==> config.mk <==
export PLATFORM = sky130hd
export DESIGN_NAME = periodic_telemetry_frame_encoder
export DESIGN_NICKNAME = d
export VERILOG_FILES = /design/src/rtl/ptfe_pkg.sv /design/src/rtl/ptfe_front.sv /design/src/rtl/ptfe_queue.sv /design/src/rtl/ptfe_back.sv /design/src/rtl/periodic_telemetry_frame_encoder.sv
export SDC_FILE = /design/constraint.sdc
export NUM_CORES = 2
export LEC_CHECK = 0
export BUFFER_PORTS_ARGS = -buffer_cell sky130_fd_sc_hd__buf_2
export CELL_PAD_IN_SITES_DETAIL_PLACEMENT = 1
export CELL_PAD_IN_SITES_GLOBAL_PLACEMENT = 1
export CORE_MARGIN = 5
export CORE_UTILIZATION = 45
export CTS_CLUSTER_SIZE = 25
export DETAILED_ROUTE_END_ITERATION = 8
export PLACE_DENSITY = 0.83
export SKIP_CTS_REPAIR_TIMING = 1
export SYNTH_ARGS = -nofsm -noshare
export SYNTH_HDL_FRONTEND = slang
export SYNTH_HIERARCHICAL = 1
export SYNTH_SLANG_ARGS = --single-unit
==> constraint.sdc <==
create_clock -name clk -period 24.3 [get_ports clk]
set_input_delay 1.215 -clock clk [delete_from_list [all_inputs] [get_ports clk]]
set_output_delay 1.215 -clock clk [all_outputs]
set_load 0.02 [all_outputs]
==> src/rtl/ptfe_pkg.sv <==
// shared types, constants and the crc step for the telemetry frame encoder
// no dependencies; every other rtl file refers to this package by scoped names
package ptfe_pkg;

  localparam int unsigned IN_W       = 272;
  localparam int unsigned LANES      = 6;
  localparam int unsigned FRAME_LEN  = 31;
  localparam int unsigned CRC_BYTES  = 29;
  localparam int unsigned Q_DEPTH    = 2;
  localparam logic [7:0]  BODY_LEN   = 8'd24;
  localparam logic [15:0] CRC_INIT   = 16'hFFFF;
  localparam logic [15:0] CRC_POLY   = 16'h1021;
  localparam logic [9:0]  SCALE      = 10'd1000;
  localparam logic [41:0] ROUND_HALF = 42'd32768;
  localparam logic [31:0] INTERVAL_RST = 32'd100;

  // scaled lanes
  localparam int unsigned LN_LEFT  = 0;
  localparam int unsigned LN_RIGHT = 1;
  localparam int unsigned LN_X     = 2;
  localparam int unsigned LN_Y     = 3;
  localparam int unsigned LN_HEAD  = 4;
  localparam int unsigned LN_BATT  = 5;

  typedef enum logic [1:0] {
    REG_SYNC_FIRST  = 2'd0,
    REG_SYNC_SECOND = 2'd1,
    REG_FRAME_KIND  = 2'd2,
    REG_INTERVAL    = 2'd3
  } reg_idx_t;

  typedef struct packed {
    logic [7:0]  sync_first;
    logic [7:0]  sync_second;
    logic [7:0]  frame_kind;
    logic [31:0] send_interval;
  } cfg_t;

  typedef struct packed {
    logic [7:0]  fault;
    logic [7:0]  level;
    logic [15:0] batt_mv;
    logic [31:0] head;
    logic [31:0] pos_y;
    logic [31:0] pos_x;
    logic [15:0] right_spd;
    logic [15:0] left_spd;
    logic [31:0] stamp;
    logic [7:0]  seq;
  } frame_rec_t;

  typedef struct packed {
    logic full;
    logic empty;
  } q_stat_t;

  // one byte of crc-16/ccitt-false, msb first
  function automatic logic [15:0] crc_byte(input logic [15:0] crc, input logic [7:0] data);
    logic [15:0] c;
    c = crc ^ {data, 8'h00};
    for (int b = 0; b < 8; b++) begin
      if (c[15]) begin
        c = {c[14:0], 1'b0} ^ CRC_POLY;
      end else begin
        c = {c[14:0], 1'b0};
      end
    end
    return c;
  endfunction

endpackage

==> src/rtl/ptfe_front.sv <==
// front part: accepts samples, applies the send interval, scales fields into a frame record
// depends on ptfe_pkg; feeds ptfe_queue
module ptfe_front (
  input  logic                         clk,
  input  logic                         rst_n,
  input  ptfe_pkg::cfg_t               cfg,
  input  logic                         in_tvalid,
  output logic                         in_tready,
  input  logic [ptfe_pkg::IN_W-1:0]    in_tdata,
  input  ptfe_pkg::q_stat_t            q_stat,
  output logic                         push,
  output ptfe_pkg::frame_rec_t         push_rec
);

  // stage 1: input register
  logic                      s1_v_r, s1_v_nxt;
  logic [ptfe_pkg::IN_W-1:0] s1_data_r;
  logic [31:0]               last_send_r;
  logic [7:0]                seq_r;

  // stage 2: magnitudes
  logic        s2_v_r, s2_v_nxt;
  logic [31:0] s2_mag_r [ptfe_pkg::LANES];
  logic [ptfe_pkg::LANES-1:0] s2_neg_r;
  logic        s2_bzero_r;
  logic [31:0] s2_stamp_r;
  logic [7:0]  s2_level_r, s2_fault_r, s2_seq_r;

  // stage 3: products
  logic        s3_v_r, s3_v_nxt;
  logic [41:0] s3_prod_r [ptfe_pkg::LANES];
  logic [ptfe_pkg::LANES-1:0] s3_neg_r;
  logic        s3_bzero_r;
  logic [31:0] s3_stamp_r;
  logic [7:0]  s3_level_r, s3_fault_r, s3_seq_r;

  logic        s1_emit, s1_go, s2_ready, s3_ready;
  logic [31:0] now, elapsed;
  logic [31:0] raw [ptfe_pkg::LANES];
  logic [31:0] mag [ptfe_pkg::LANES];
  logic [25:0] rnd [ptfe_pkg::LANES];
  logic [31:0] wide [ptfe_pkg::LANES];
  logic [15:0] spd [2];

  assign now     = s1_data_r[31:0];
  assign elapsed = now - last_send_r;
  assign s1_emit = elapsed >= cfg.send_interval;

  assign s3_ready  = !s3_v_r || !q_stat.full;
  assign s2_ready  = !s2_v_r || s3_ready;
  assign s1_go     = s1_v_r && (!s1_emit || s2_ready);
  assign in_tready = !s1_v_r || s1_go;

  always_comb begin
    for (int i = 0; i < ptfe_pkg::LANES; i++) begin
      raw[i] = s1_data_r[64 + 32*i +: 32];
      mag[i] = raw[i][31] ? (~raw[i] + 32'd1) : raw[i];
    end
  end

  assign s1_v_nxt = (in_tvalid && in_tready) ? 1'b1 : (s1_go ? 1'b0 : s1_v_r);
  assign s2_v_nxt = (s1_go && s1_emit) ? 1'b1 : ((s2_v_r && s3_ready) ? 1'b0 : s2_v_r);
  assign s3_v_nxt = (s2_v_r && s3_ready) ? 1'b1 : ((s3_v_r && !q_stat.full) ? 1'b0 : s3_v_r);

  always_ff @(posedge clk) begin
    if (!rst_n) begin
      s1_v_r      <= 1'b0;
      s2_v_r      <= 1'b0;
      s3_v_r      <= 1'b0;
      last_send_r <= '0;
      seq_r       <= '0;
    end else begin
      s1_v_r <= s1_v_nxt;
      s2_v_r <= s2_v_nxt;
      s3_v_r <= s3_v_nxt;
      if (s1_go && s1_emit) begin
        last_send_r <= now;
        seq_r       <= seq_r + 8'd1;
      end
    end
  end

  always_ff @(posedge clk) begin
    if (in_tvalid && in_tready) begin
      s1_data_r <= in_tdata;
    end
    if (s1_go && s1_emit) begin
      for (int i = 0; i < ptfe_pkg::LANES; i++) begin
        s2_mag_r[i] <= mag[i];
        s2_neg_r[i] <= raw[i][31];
      end
      s2_bzero_r <= (raw[ptfe_pkg::LN_BATT] == 32'd0) || raw[ptfe_pkg::LN_BATT][31];
      s2_stamp_r <= s1_data_r[63:32];
      s2_level_r <= s1_data_r[263:256];
      s2_fault_r <= s1_data_r[271:264];
      s2_seq_r   <= seq_r;
    end
    if (s2_v_r && s3_ready) begin
      for (int i = 0; i < ptfe_pkg::LANES; i++) begin
        s3_prod_r[i] <= {10'd0, s2_mag_r[i]} * {32'd0, ptfe_pkg::SCALE};
      end
      s3_neg_r   <= s2_neg_r;
      s3_bzero_r <= s2_bzero_r;
      s3_stamp_r <= s2_stamp_r;
      s3_level_r <= s2_level_r;
      s3_fault_r <= s2_fault_r;
      s3_seq_r   <= s2_seq_r;
    end
  end

  // round half away from zero on the magnitude, then restore sign and saturate
  always_comb begin
    for (int i = 0; i < ptfe_pkg::LANES; i++) begin
      rnd[i]  = 26'((s3_prod_r[i] + ptfe_pkg::ROUND_HALF) >> 16);
      wide[i] = s3_neg_r[i] ? (32'd0 - {6'd0, rnd[i]}) : {6'd0, rnd[i]};
    end
    for (int i = 0; i < 2; i++) begin
      if (s3_neg_r[i]) begin
        spd[i] = (rnd[i] > 26'd32768) ? 16'h8000 : (16'd0 - rnd[i][15:0]);
      end else begin
        spd[i] = (rnd[i] > 26'd32767) ? 16'h7FFF : rnd[i][15:0];
      end
    end
  end

  always_comb begin
    push_rec.seq       = s3_seq_r;
    push_rec.stamp     = s3_stamp_r;
    push_rec.left_spd  = spd[ptfe_pkg::LN_LEFT];
    push_rec.right_spd = spd[ptfe_pkg::LN_RIGHT];
    push_rec.pos_x     = wide[ptfe_pkg::LN_X];
    push_rec.pos_y     = wide[ptfe_pkg::LN_Y];
    push_rec.head      = wide[ptfe_pkg::LN_HEAD];
    if (s3_bzero_r) begin
      push_rec.batt_mv = 16'd0;
    end else if (rnd[ptfe_pkg::LN_BATT] > 26'd65535) begin
      push_rec.batt_mv = 16'hFFFF;
    end else begin
      push_rec.batt_mv = rnd[ptfe_pkg::LN_BATT][15:0];
    end
    push_rec.level = s3_level_r;
    push_rec.fault = s3_fault_r;
  end

  assign push = s3_v_r && !q_stat.full;

  a_no_push_full: assert property (@(posedge clk) disable iff (!rst_n)
    push |-> !q_stat.full) else $error("push into full queue");
  a_send_time: assert property (@(posedge clk) disable iff (!rst_n)
    (s1_go && s1_emit) |=> (last_send_r == $past(now)) && s2_v_r)
    else $error("send time not taken on emitted sample");
  a_hold_s3: assert property (@(posedge clk) disable iff (!rst_n)
    (s3_v_r && q_stat.full) |=> s3_v_r && $stable(s3_seq_r))
    else $error("stage 3 lost a record while queue full");

endmodule

==> src/rtl/ptfe_queue.sv <==
// short record queue between front and back parts
// depends on ptfe_pkg for the record and status types
module ptfe_queue (
  input  logic                 clk,
  input  logic                 rst_n,
  input  logic                 push,
  input  ptfe_pkg::frame_rec_t push_rec,
  input  logic                 pop,
  output ptfe_pkg::frame_rec_t head,
  output ptfe_pkg::q_stat_t    q_stat
);

  localparam int unsigned PW = (ptfe_pkg::Q_DEPTH > 1) ? $clog2(ptfe_pkg::Q_DEPTH) : 1;
  localparam int unsigned CW = $clog2(ptfe_pkg::Q_DEPTH + 1);

  ptfe_pkg::frame_rec_t slot_r [ptfe_pkg::Q_DEPTH];
  logic [PW-1:0] wr_ptr_r, rd_ptr_r;
  logic [CW-1:0] count_r, count_nxt;

  function automatic logic [PW-1:0] ptr_inc(input logic [PW-1:0] p);
    return (p == PW'(ptfe_pkg::Q_DEPTH - 1)) ? '0 : p + PW'(1);
  endfunction

  assign head         = slot_r[rd_ptr_r];
  assign q_stat.full  = count_r == CW'(ptfe_pkg::Q_DEPTH);
  assign q_stat.empty = count_r == '0;

  always_comb begin
    count_nxt = count_r;
    if (push && !pop) begin
      count_nxt = count_r + CW'(1);
    end else if (pop && !push) begin
      count_nxt = count_r - CW'(1);
    end
  end

  always_ff @(posedge clk) begin
    if (!rst_n) begin
      wr_ptr_r <= '0;
      rd_ptr_r <= '0;
      count_r  <= '0;
    end else begin
      count_r <= count_nxt;
      if (push) begin
        wr_ptr_r <= ptr_inc(wr_ptr_r);
      end
      if (pop) begin
        rd_ptr_r <= ptr_inc(rd_ptr_r);
      end
    end
  end

  always_ff @(posedge clk) begin
    if (push) begin
      slot_r[wr_ptr_r] <= push_rec;
    end
  end

endmodule

==> src/rtl/ptfe_back.sv <==
// back part: serializes the head record into frame bytes with a running crc
// depends on ptfe_pkg; reads ptfe_queue, drives the output register
module ptfe_back (
  input  logic                 clk,
  input  logic                 rst_n,
  input  ptfe_pkg::cfg_t       cfg,
  input  ptfe_pkg::frame_rec_t head,
  input  ptfe_pkg::q_stat_t    q_stat,
  output logic                 pop,
  output logic                 out_tvalid,
  input  logic                 out_tready,
  output logic [7:0]           out_tdata,
  output logic                 out_tlast
);

  localparam logic [4:0] LAST_IDX = 5'(ptfe_pkg::FRAME_LEN - 1);
  localparam logic [4:0] CRC_IDX  = 5'(ptfe_pkg::CRC_BYTES);

  logic [4:0]  idx_r, idx_nxt;
  logic [15:0] crc_r, crc_nxt;
  logic        vld_r, vld_nxt;
  logic [7:0]  byte_r;
  logic        last_r;
  logic        load, emit, at_last;
  logic [8*ptfe_pkg::FRAME_LEN-1:0] frame_vec;
  logic [7:0]  cur_byte;

  assign frame_vec = {crc_r, head.fault, head.level, head.batt_mv, head.head, head.pos_y,
                      head.pos_x, head.right_spd, head.left_spd, head.stamp, head.seq,
                      ptfe_pkg::BODY_LEN, cfg.frame_kind, cfg.sync_second,
                      cfg.sync_first};
  assign cur_byte  = frame_vec[{idx_r, 3'b000} +: 8];

  assign load    = !vld_r || out_tready;
  assign emit    = load && !q_stat.empty;
  assign at_last = idx_r == LAST_IDX;
  assign pop     = emit && at_last;

  always_comb begin
    idx_nxt = idx_r;
    crc_nxt = crc_r;
    vld_nxt = vld_r;
    if (emit) begin
      vld_nxt = 1'b1;
      if (at_last) begin
        idx_nxt = '0;
        crc_nxt = ptfe_pkg::CRC_INIT;
      end else begin
        idx_nxt = idx_r + 5'd1;
        if (idx_r < CRC_IDX) begin
          crc_nxt = ptfe_pkg::crc_byte(crc_r, cur_byte);
        end
      end
    end else if (out_tready) begin
      vld_nxt = 1'b0;
    end
  end

  always_ff @(posedge clk) begin
    if (!rst_n) begin
      idx_r <= '0;
      crc_r <= ptfe_pkg::CRC_INIT;
      vld_r <= 1'b0;
    end else begin
      idx_r <= idx_nxt;
      crc_r <= crc_nxt;
      vld_r <= vld_nxt;
    end
  end

  always_ff @(posedge clk) begin
    if (emit) begin
      byte_r <= cur_byte;
      last_r <= at_last;
    end
  end

  assign out_tvalid = vld_r;
  assign out_tdata  = byte_r;
  assign out_tlast  = last_r;

  a_pop_nonempty: assert property (@(posedge clk) disable iff (!rst_n)
    pop |-> !q_stat.empty) else $error("pop from empty queue");
  a_idx_range: assert property (@(posedge clk) disable iff (!rst_n)
    idx_r <= LAST_IDX) else $error("byte index past frame end");
  a_stall_hold: assert property (@(posedge clk) disable iff (!rst_n)
    (vld_r && !out_tready) |=> $stable(idx_r) && $stable(crc_r))
    else $error("serializer advanced while output stalled");
  a_last_wraps: assert property (@(posedge clk) disable iff (!rst_n)
    (emit && at_last) |=> (idx_r == '0) && (crc_r == ptfe_pkg::CRC_INIT))
    else $error("frame end did not restart index and crc");

endmodule

==> src/rtl/periodic_telemetry_frame_encoder.sv <==
// periodic telemetry frame encoder, top level: config registers, front, queue, back
// depends on ptfe_pkg, ptfe_front, ptfe_queue, ptfe_back
//
// usage: each word on in_* carries a present time and one telemetry sample. when
// the time since the last sent frame (mod 2^32) reaches send_interval, a 31-byte
// frame leaves on out_*, one byte per word, out_tlast on the final crc byte;
// otherwise the sample is dropped and nothing is sent.
// path: a sending sample passes the input register, the magnitude stage, the
// multiply by 1000, round/saturate into the queue, then the output byte register.
// throughput: samples are taken one per cycle through the three front stages
// and a two-record queue while no stage is stalled; the byte serializer sets the
// sustained rate, one frame byte per cycle while out_tready is high. dropped
// samples leave from the input register and never enter stage 2.
// reset (rst_n low, synchronous): sync bytes and kind clear, send_interval
// becomes 100, last send time and frame counter clear, queue empties.
// when out_tready is low the current byte holds; the front keeps accepting
// until its stages and the queue are full, then drops in_tready.
// config registers (apb, byte addresses): 0x0 sync_first, 0x4 sync_second,
// 0x8 frame_kind, 0xc send_interval; write only while the block is idle.
module periodic_telemetry_frame_encoder (
  input  logic                      clk,
  input  logic                      rst_n,
  // current_time, sample_time, left_speed, right_speed, pos_x, pos_y, heading,
  // battery_volts, battery_level, fault_bits (lowest bit up)
  input  logic [ptfe_pkg::IN_W-1:0] in_tdata,
  input  logic                      in_tvalid,
  output logic                      in_tready,
  // frame_byte
  output logic [7:0]                out_tdata,
  output logic                      out_tvalid,
  input  logic                      out_tready,
  output logic                      out_tlast,
  input  logic                      cfg_psel,
  input  logic                      cfg_penable,
  input  logic                      cfg_pwrite,
  input  logic [3:0]                cfg_paddr,
  input  logic [31:0]               cfg_pwdata,
  output logic [31:0]               cfg_prdata,
  output logic                      cfg_pready
);

  ptfe_pkg::cfg_t       cfg_r;
  ptfe_pkg::reg_idx_t   reg_idx;
  ptfe_pkg::frame_rec_t push_rec, head;
  ptfe_pkg::q_stat_t    q_stat;
  logic                 push, pop, wr_en;

  assign cfg_pready = 1'b1;
  assign reg_idx    = ptfe_pkg::reg_idx_t'(cfg_paddr[3:2]);
  assign wr_en      = cfg_psel && cfg_penable && cfg_pwrite && cfg_pready;

  always_ff @(posedge clk) begin
    if (!rst_n) begin
      cfg_r.sync_first    <= '0;
      cfg_r.sync_second   <= '0;
      cfg_r.frame_kind    <= '0;
      cfg_r.send_interval <= ptfe_pkg::INTERVAL_RST;
    end else if (wr_en) begin
      unique case (reg_idx)
        ptfe_pkg::REG_SYNC_FIRST:  cfg_r.sync_first    <= cfg_pwdata[7:0];
        ptfe_pkg::REG_SYNC_SECOND: cfg_r.sync_second   <= cfg_pwdata[7:0];
        ptfe_pkg::REG_FRAME_KIND:  cfg_r.frame_kind    <= cfg_pwdata[7:0];
        ptfe_pkg::REG_INTERVAL:    cfg_r.send_interval <= cfg_pwdata;
        default: ;
      endcase
    end
  end

  always_comb begin
    unique case (reg_idx)
      ptfe_pkg::REG_SYNC_FIRST:  cfg_prdata = {24'd0, cfg_r.sync_first};
      ptfe_pkg::REG_SYNC_SECOND: cfg_prdata = {24'd0, cfg_r.sync_second};
      ptfe_pkg::REG_FRAME_KIND:  cfg_prdata = {24'd0, cfg_r.frame_kind};
      ptfe_pkg::REG_INTERVAL:    cfg_prdata = cfg_r.send_interval;
      default:                   cfg_prdata = '0;
    endcase
  end

  ptfe_front u_front (
    .clk       (clk),
    .rst_n     (rst_n),
    .cfg       (cfg_r),
    .in_tvalid (in_tvalid),
    .in_tready (in_tready),
    .in_tdata  (in_tdata),
    .q_stat    (q_stat),
    .push      (push),
    .push_rec  (push_rec)
  );

  ptfe_queue u_queue (
    .clk      (clk),
    .rst_n    (rst_n),
    .push     (push),
    .push_rec (push_rec),
    .pop      (pop),
    .head     (head),
    .q_stat   (q_stat)
  );

  ptfe_back u_back (
    .clk        (clk),
    .rst_n      (rst_n),
    .cfg        (cfg_r),
    .head       (head),
    .q_stat     (q_stat),
    .pop        (pop),
    .out_tvalid (out_tvalid),
    .out_tready (out_tready),
    .out_tdata  (out_tdata),
    .out_tlast  (out_tlast)
  );

endmodule
==> reports/metrics.csv <==
stage,metric,value,unit
setup_path,worst-path-max-fanout,68,
power,p_leak,38.4,nW
place,portBuffers,355,
worst_hold_path,hold_path_class,reg2reg,
detailed_routing,routed-wl-met2,114000,um
setup_path,cp_common_cell,o21ai_0,
detailed_routing,wl_met3,6620,um
power,peakVddDrop,0.109,mV
floorplan,die_h,447,um
timing,min_period,7.92,ns
grt,antenna_found_initial,14,
timing,tightest_slew,1.37,ns
layout,design_area,95100,um2
setup_path,path_delay_family,compound AO/OA/AOI/OAI gates,
setup_path,worstSetupPathType,reg2reg,
timing,finClkSkew,0.0447,ns
synthesis,syn_area,85900,um2
synthesis,synth_cell_types,102,
synthesis,synth.top_cell.area_share,0.405,
setup_path,cpMaxStageDelayCell,buf_4,
layout,nets,8970,
synthesis,avgSynthCellArea,12.3,um2
setup_path,rr_worst_depth,27,
setup_path,cp-start-kind,flip-flop,
timing,slew_headroom,0.0832,
synthesis,ys.flop_type,edfxtp_1,
timing,maxSlewViolCount,0,
synthesis,syn-num-nets,8604,
detailed_routing,vias,53696,
floorplan,design.die.area,200000,um2
detailed_routing,drt_iter0_drc,2748,
grt,grt_start_max_net_pins,82,
timing,period_share,0.326,
cts,cts_tree,built,
worst_hold_path,whs_path_depth,0,
detailed_routing,ant_nets,0,
layout,layout_commonest_cell,edfxtp_1,
grt,grt_pass1_wl,340000,um
place,dp_hpwl,162000,um
run_status,status,completed,
detailed_routing,topRoutingLayerUsed,met5,
power,p_per_area,151,nW/um2
timing,finalHoldViolCount,0,
synthesis,synth_warnings,6,
timing,setup_viol,0,
timing,fmax,126,MHz
floorplan,rows,160,
synthesis,ys_async_sr_fraction,0,
layout,final_cell_mix,"edfxtp_1, inv_1, fa_1",
cts,clk_latency,0.82,ns
detailed_routing,via_per_inst,5.37,
layout,fillers,19578,
layout,area_growth,10.7,%
synthesis,yosys-top-cells-area,"edfxtp_1, fa_1, ha_1",
floorplan,core_area,190000,um2
detailed_routing,wl,214000,um
place,gp_congestion,0.853,
setup_path,endpoint_kind,flip-flop,
cts,numClockSinks,1285,
detailed_routing,wl_met1,83300,um
floorplan,initial_core_util,0.452,
detailed_routing,wl_per_cell,21.3,um
synthesis,synth-edff-count,1159,
grt,overflow,0,
setup_path,crit_buf_inv,5,
detailed_routing,drcViolationCount,0,
place,place_area,90100,um2
layout,final_layout_size_suffix_gt1_frac,0.125,
synthesis,ys_ff_latch,1285,
synthesis,yosysSeqAreaShare,0.434,
setup_path,arrival,8.34,ns
cts,cts-buffers-inserted,149,
grt,grt_pass1_vias,61680,
setup_path,cpPeakStageDelay,0.75,ns
grt,track_usage,0.216,
floorplan,die_x,447,um
detailed_routing,dr.pass1.iters,5,
timing,rsz0062_at_grt,false,
cts,clkTransAtPathRegs,0.06,ns
timing,setup_tns,0,ns
synthesis,synth_area_leader_cell,edfxtp_1,
setup_path,crit_cells,27,
synthesis,syn_inst,7002,
cts,clk_path_buf_depth,3,
cts,h-tree-depth,4,
setup_path,critPathRequiredTime,24.72,ns
floorplan,ioPinCount,359,
job,drv_cap,0,
cts,cts_root_buf,clkbuf_16,
cells in the mapped netlist (31+ instances only):
master    count
edfxtp_1   1159
inv_1      1108
fa_1        703
ha_1        584
xnor2_1     424
nand2_1     373
nor2_1      273
a21oi_1     210
mux2_2      209
o21ai_0     184
mux2i_1     143
xor2_1      142
nand3_1     137
dfxtp_1     126
a21o_1      102
nor3_1      102
clkbuf_1     81
and3_1       75
o31ai_1      57
nand4_1      52
nand2b_1     50
nor2b_1      48
o21a_1       48
mux4_2       40
or3_1        40
buf_6        31
or4_1        31
metrics by stage:
| step | setup WS, ns | util | instances | hold slack [ns] | total power, W |
|---|---|---|---|---|---|
| after floorplan | 6.39 | - | 7002 | 0.400 | 0.00990 |
| after global placement | 16.70 | 0.474 | 9728 | 0.400 | 0.0114 |
| after detailed placement | 16.39 | 0.474 | 9728 | 0.406 | 0.0120 |
| after CTS | 16.35 | 0.501 | 10001 | 0.411 | 0.0145 |
| after global routing | 15.68 | 0.501 | 10005 | 0.423 | 0.0157 |
| final | 16.38 | 0.501 | 10007 | 0.413 | 0.0144 |
layout make-up:
type	instances	area (um2)	area share
clock inverter	86	977	0.0103
sequential	1285	37300	0.392
clock buffer	187	4000	0.0420
timing repair buffer	388	2030	0.0213
tap	2511	3140	0.0330
inverter	1112	4180	0.0440
multi-input combinational	4432	43500	0.457
antenna	6	15.0	0.000158
state kept, by name (all words and copies together), names as in the netlist, 2 cells and up, named ones only:
name / flops
u_front/last_send_r: 32
u_front/s2_mag_r: 192
u_front/s2_stamp_r: 32
u_front/s2_seq_r: 8
u_front/s3_seq_r: 8
u_front/s3_fault_r: 8
u_queue/slot_r: 400
u_front/s2_fault_r: 8
u_front/s3_prod_r: 162
u_back/out_tdata: 8
u_front/s3_neg_r: 5
u_back/crc_r: 16
u_front/s2_neg_r: 5
cfg_r: 56
u_front/s2_level_r: 8
u_front/s3_stamp_r: 32
u_back/idx_r: 5
u_front/s3_level_r: 8
u_front/seq_r: 8
u_front/s1_data_r: 272
u_queue/count_r: 2
worst paths after layout:
kind / slack [ns] / end / from
worst max-delay path: 16.38 / u_front/s1_data_r[236] / u_front/s1_data_r[0]
worst min-delay path: 0.41 / u_front/s3_stamp_r[22] / u_front/s2_stamp_r[22]
worst max register to register: 16.38 / u_front/s1_data_r[236] / u_front/s1_data_r[0]
worst min register to register: 0.41 / u_front/s3_stamp_r[22] / u_front/s2_stamp_r[22]
metal layers:
metal,GRT usage,up-vias
met5,0,-
met4,0.0932,2
met3,0.0280,392
met2,0.401,899
met1,0.248,27585
li1,-,24818
logic make-up after synthesis:
logic type                 synth area share
DFF                                   0.434
xor gates and xnor gates             0.0588
AOI/OAI and AO/OA                    0.0661
muxes                                0.0551
adders and majority gates             0.249
buffers and inverters                0.0605
and+or+nand+nor                      0.0762
other                             0.0000436
worst register-to-register path, delay by kind of cell, from the launching register on:
family,cells,cell delay [ns]
AOI/OAI and AO/OA,15,3.01
and+or+nand+nor,3,0.88
xor gates and xnor gates,1,0.15
buffers and inverters,5,2.14
adders and majority gates,3,0.84
DFF,1,0.41
power breakdown:
part / switching [W] / internal [W]
clock: 0.000970 / 0.00130
combinational: 0.00486 / 0.00367
sequential: 0.000321 / 0.00327
Note: power is estimated with default switching activity, not from simulation.
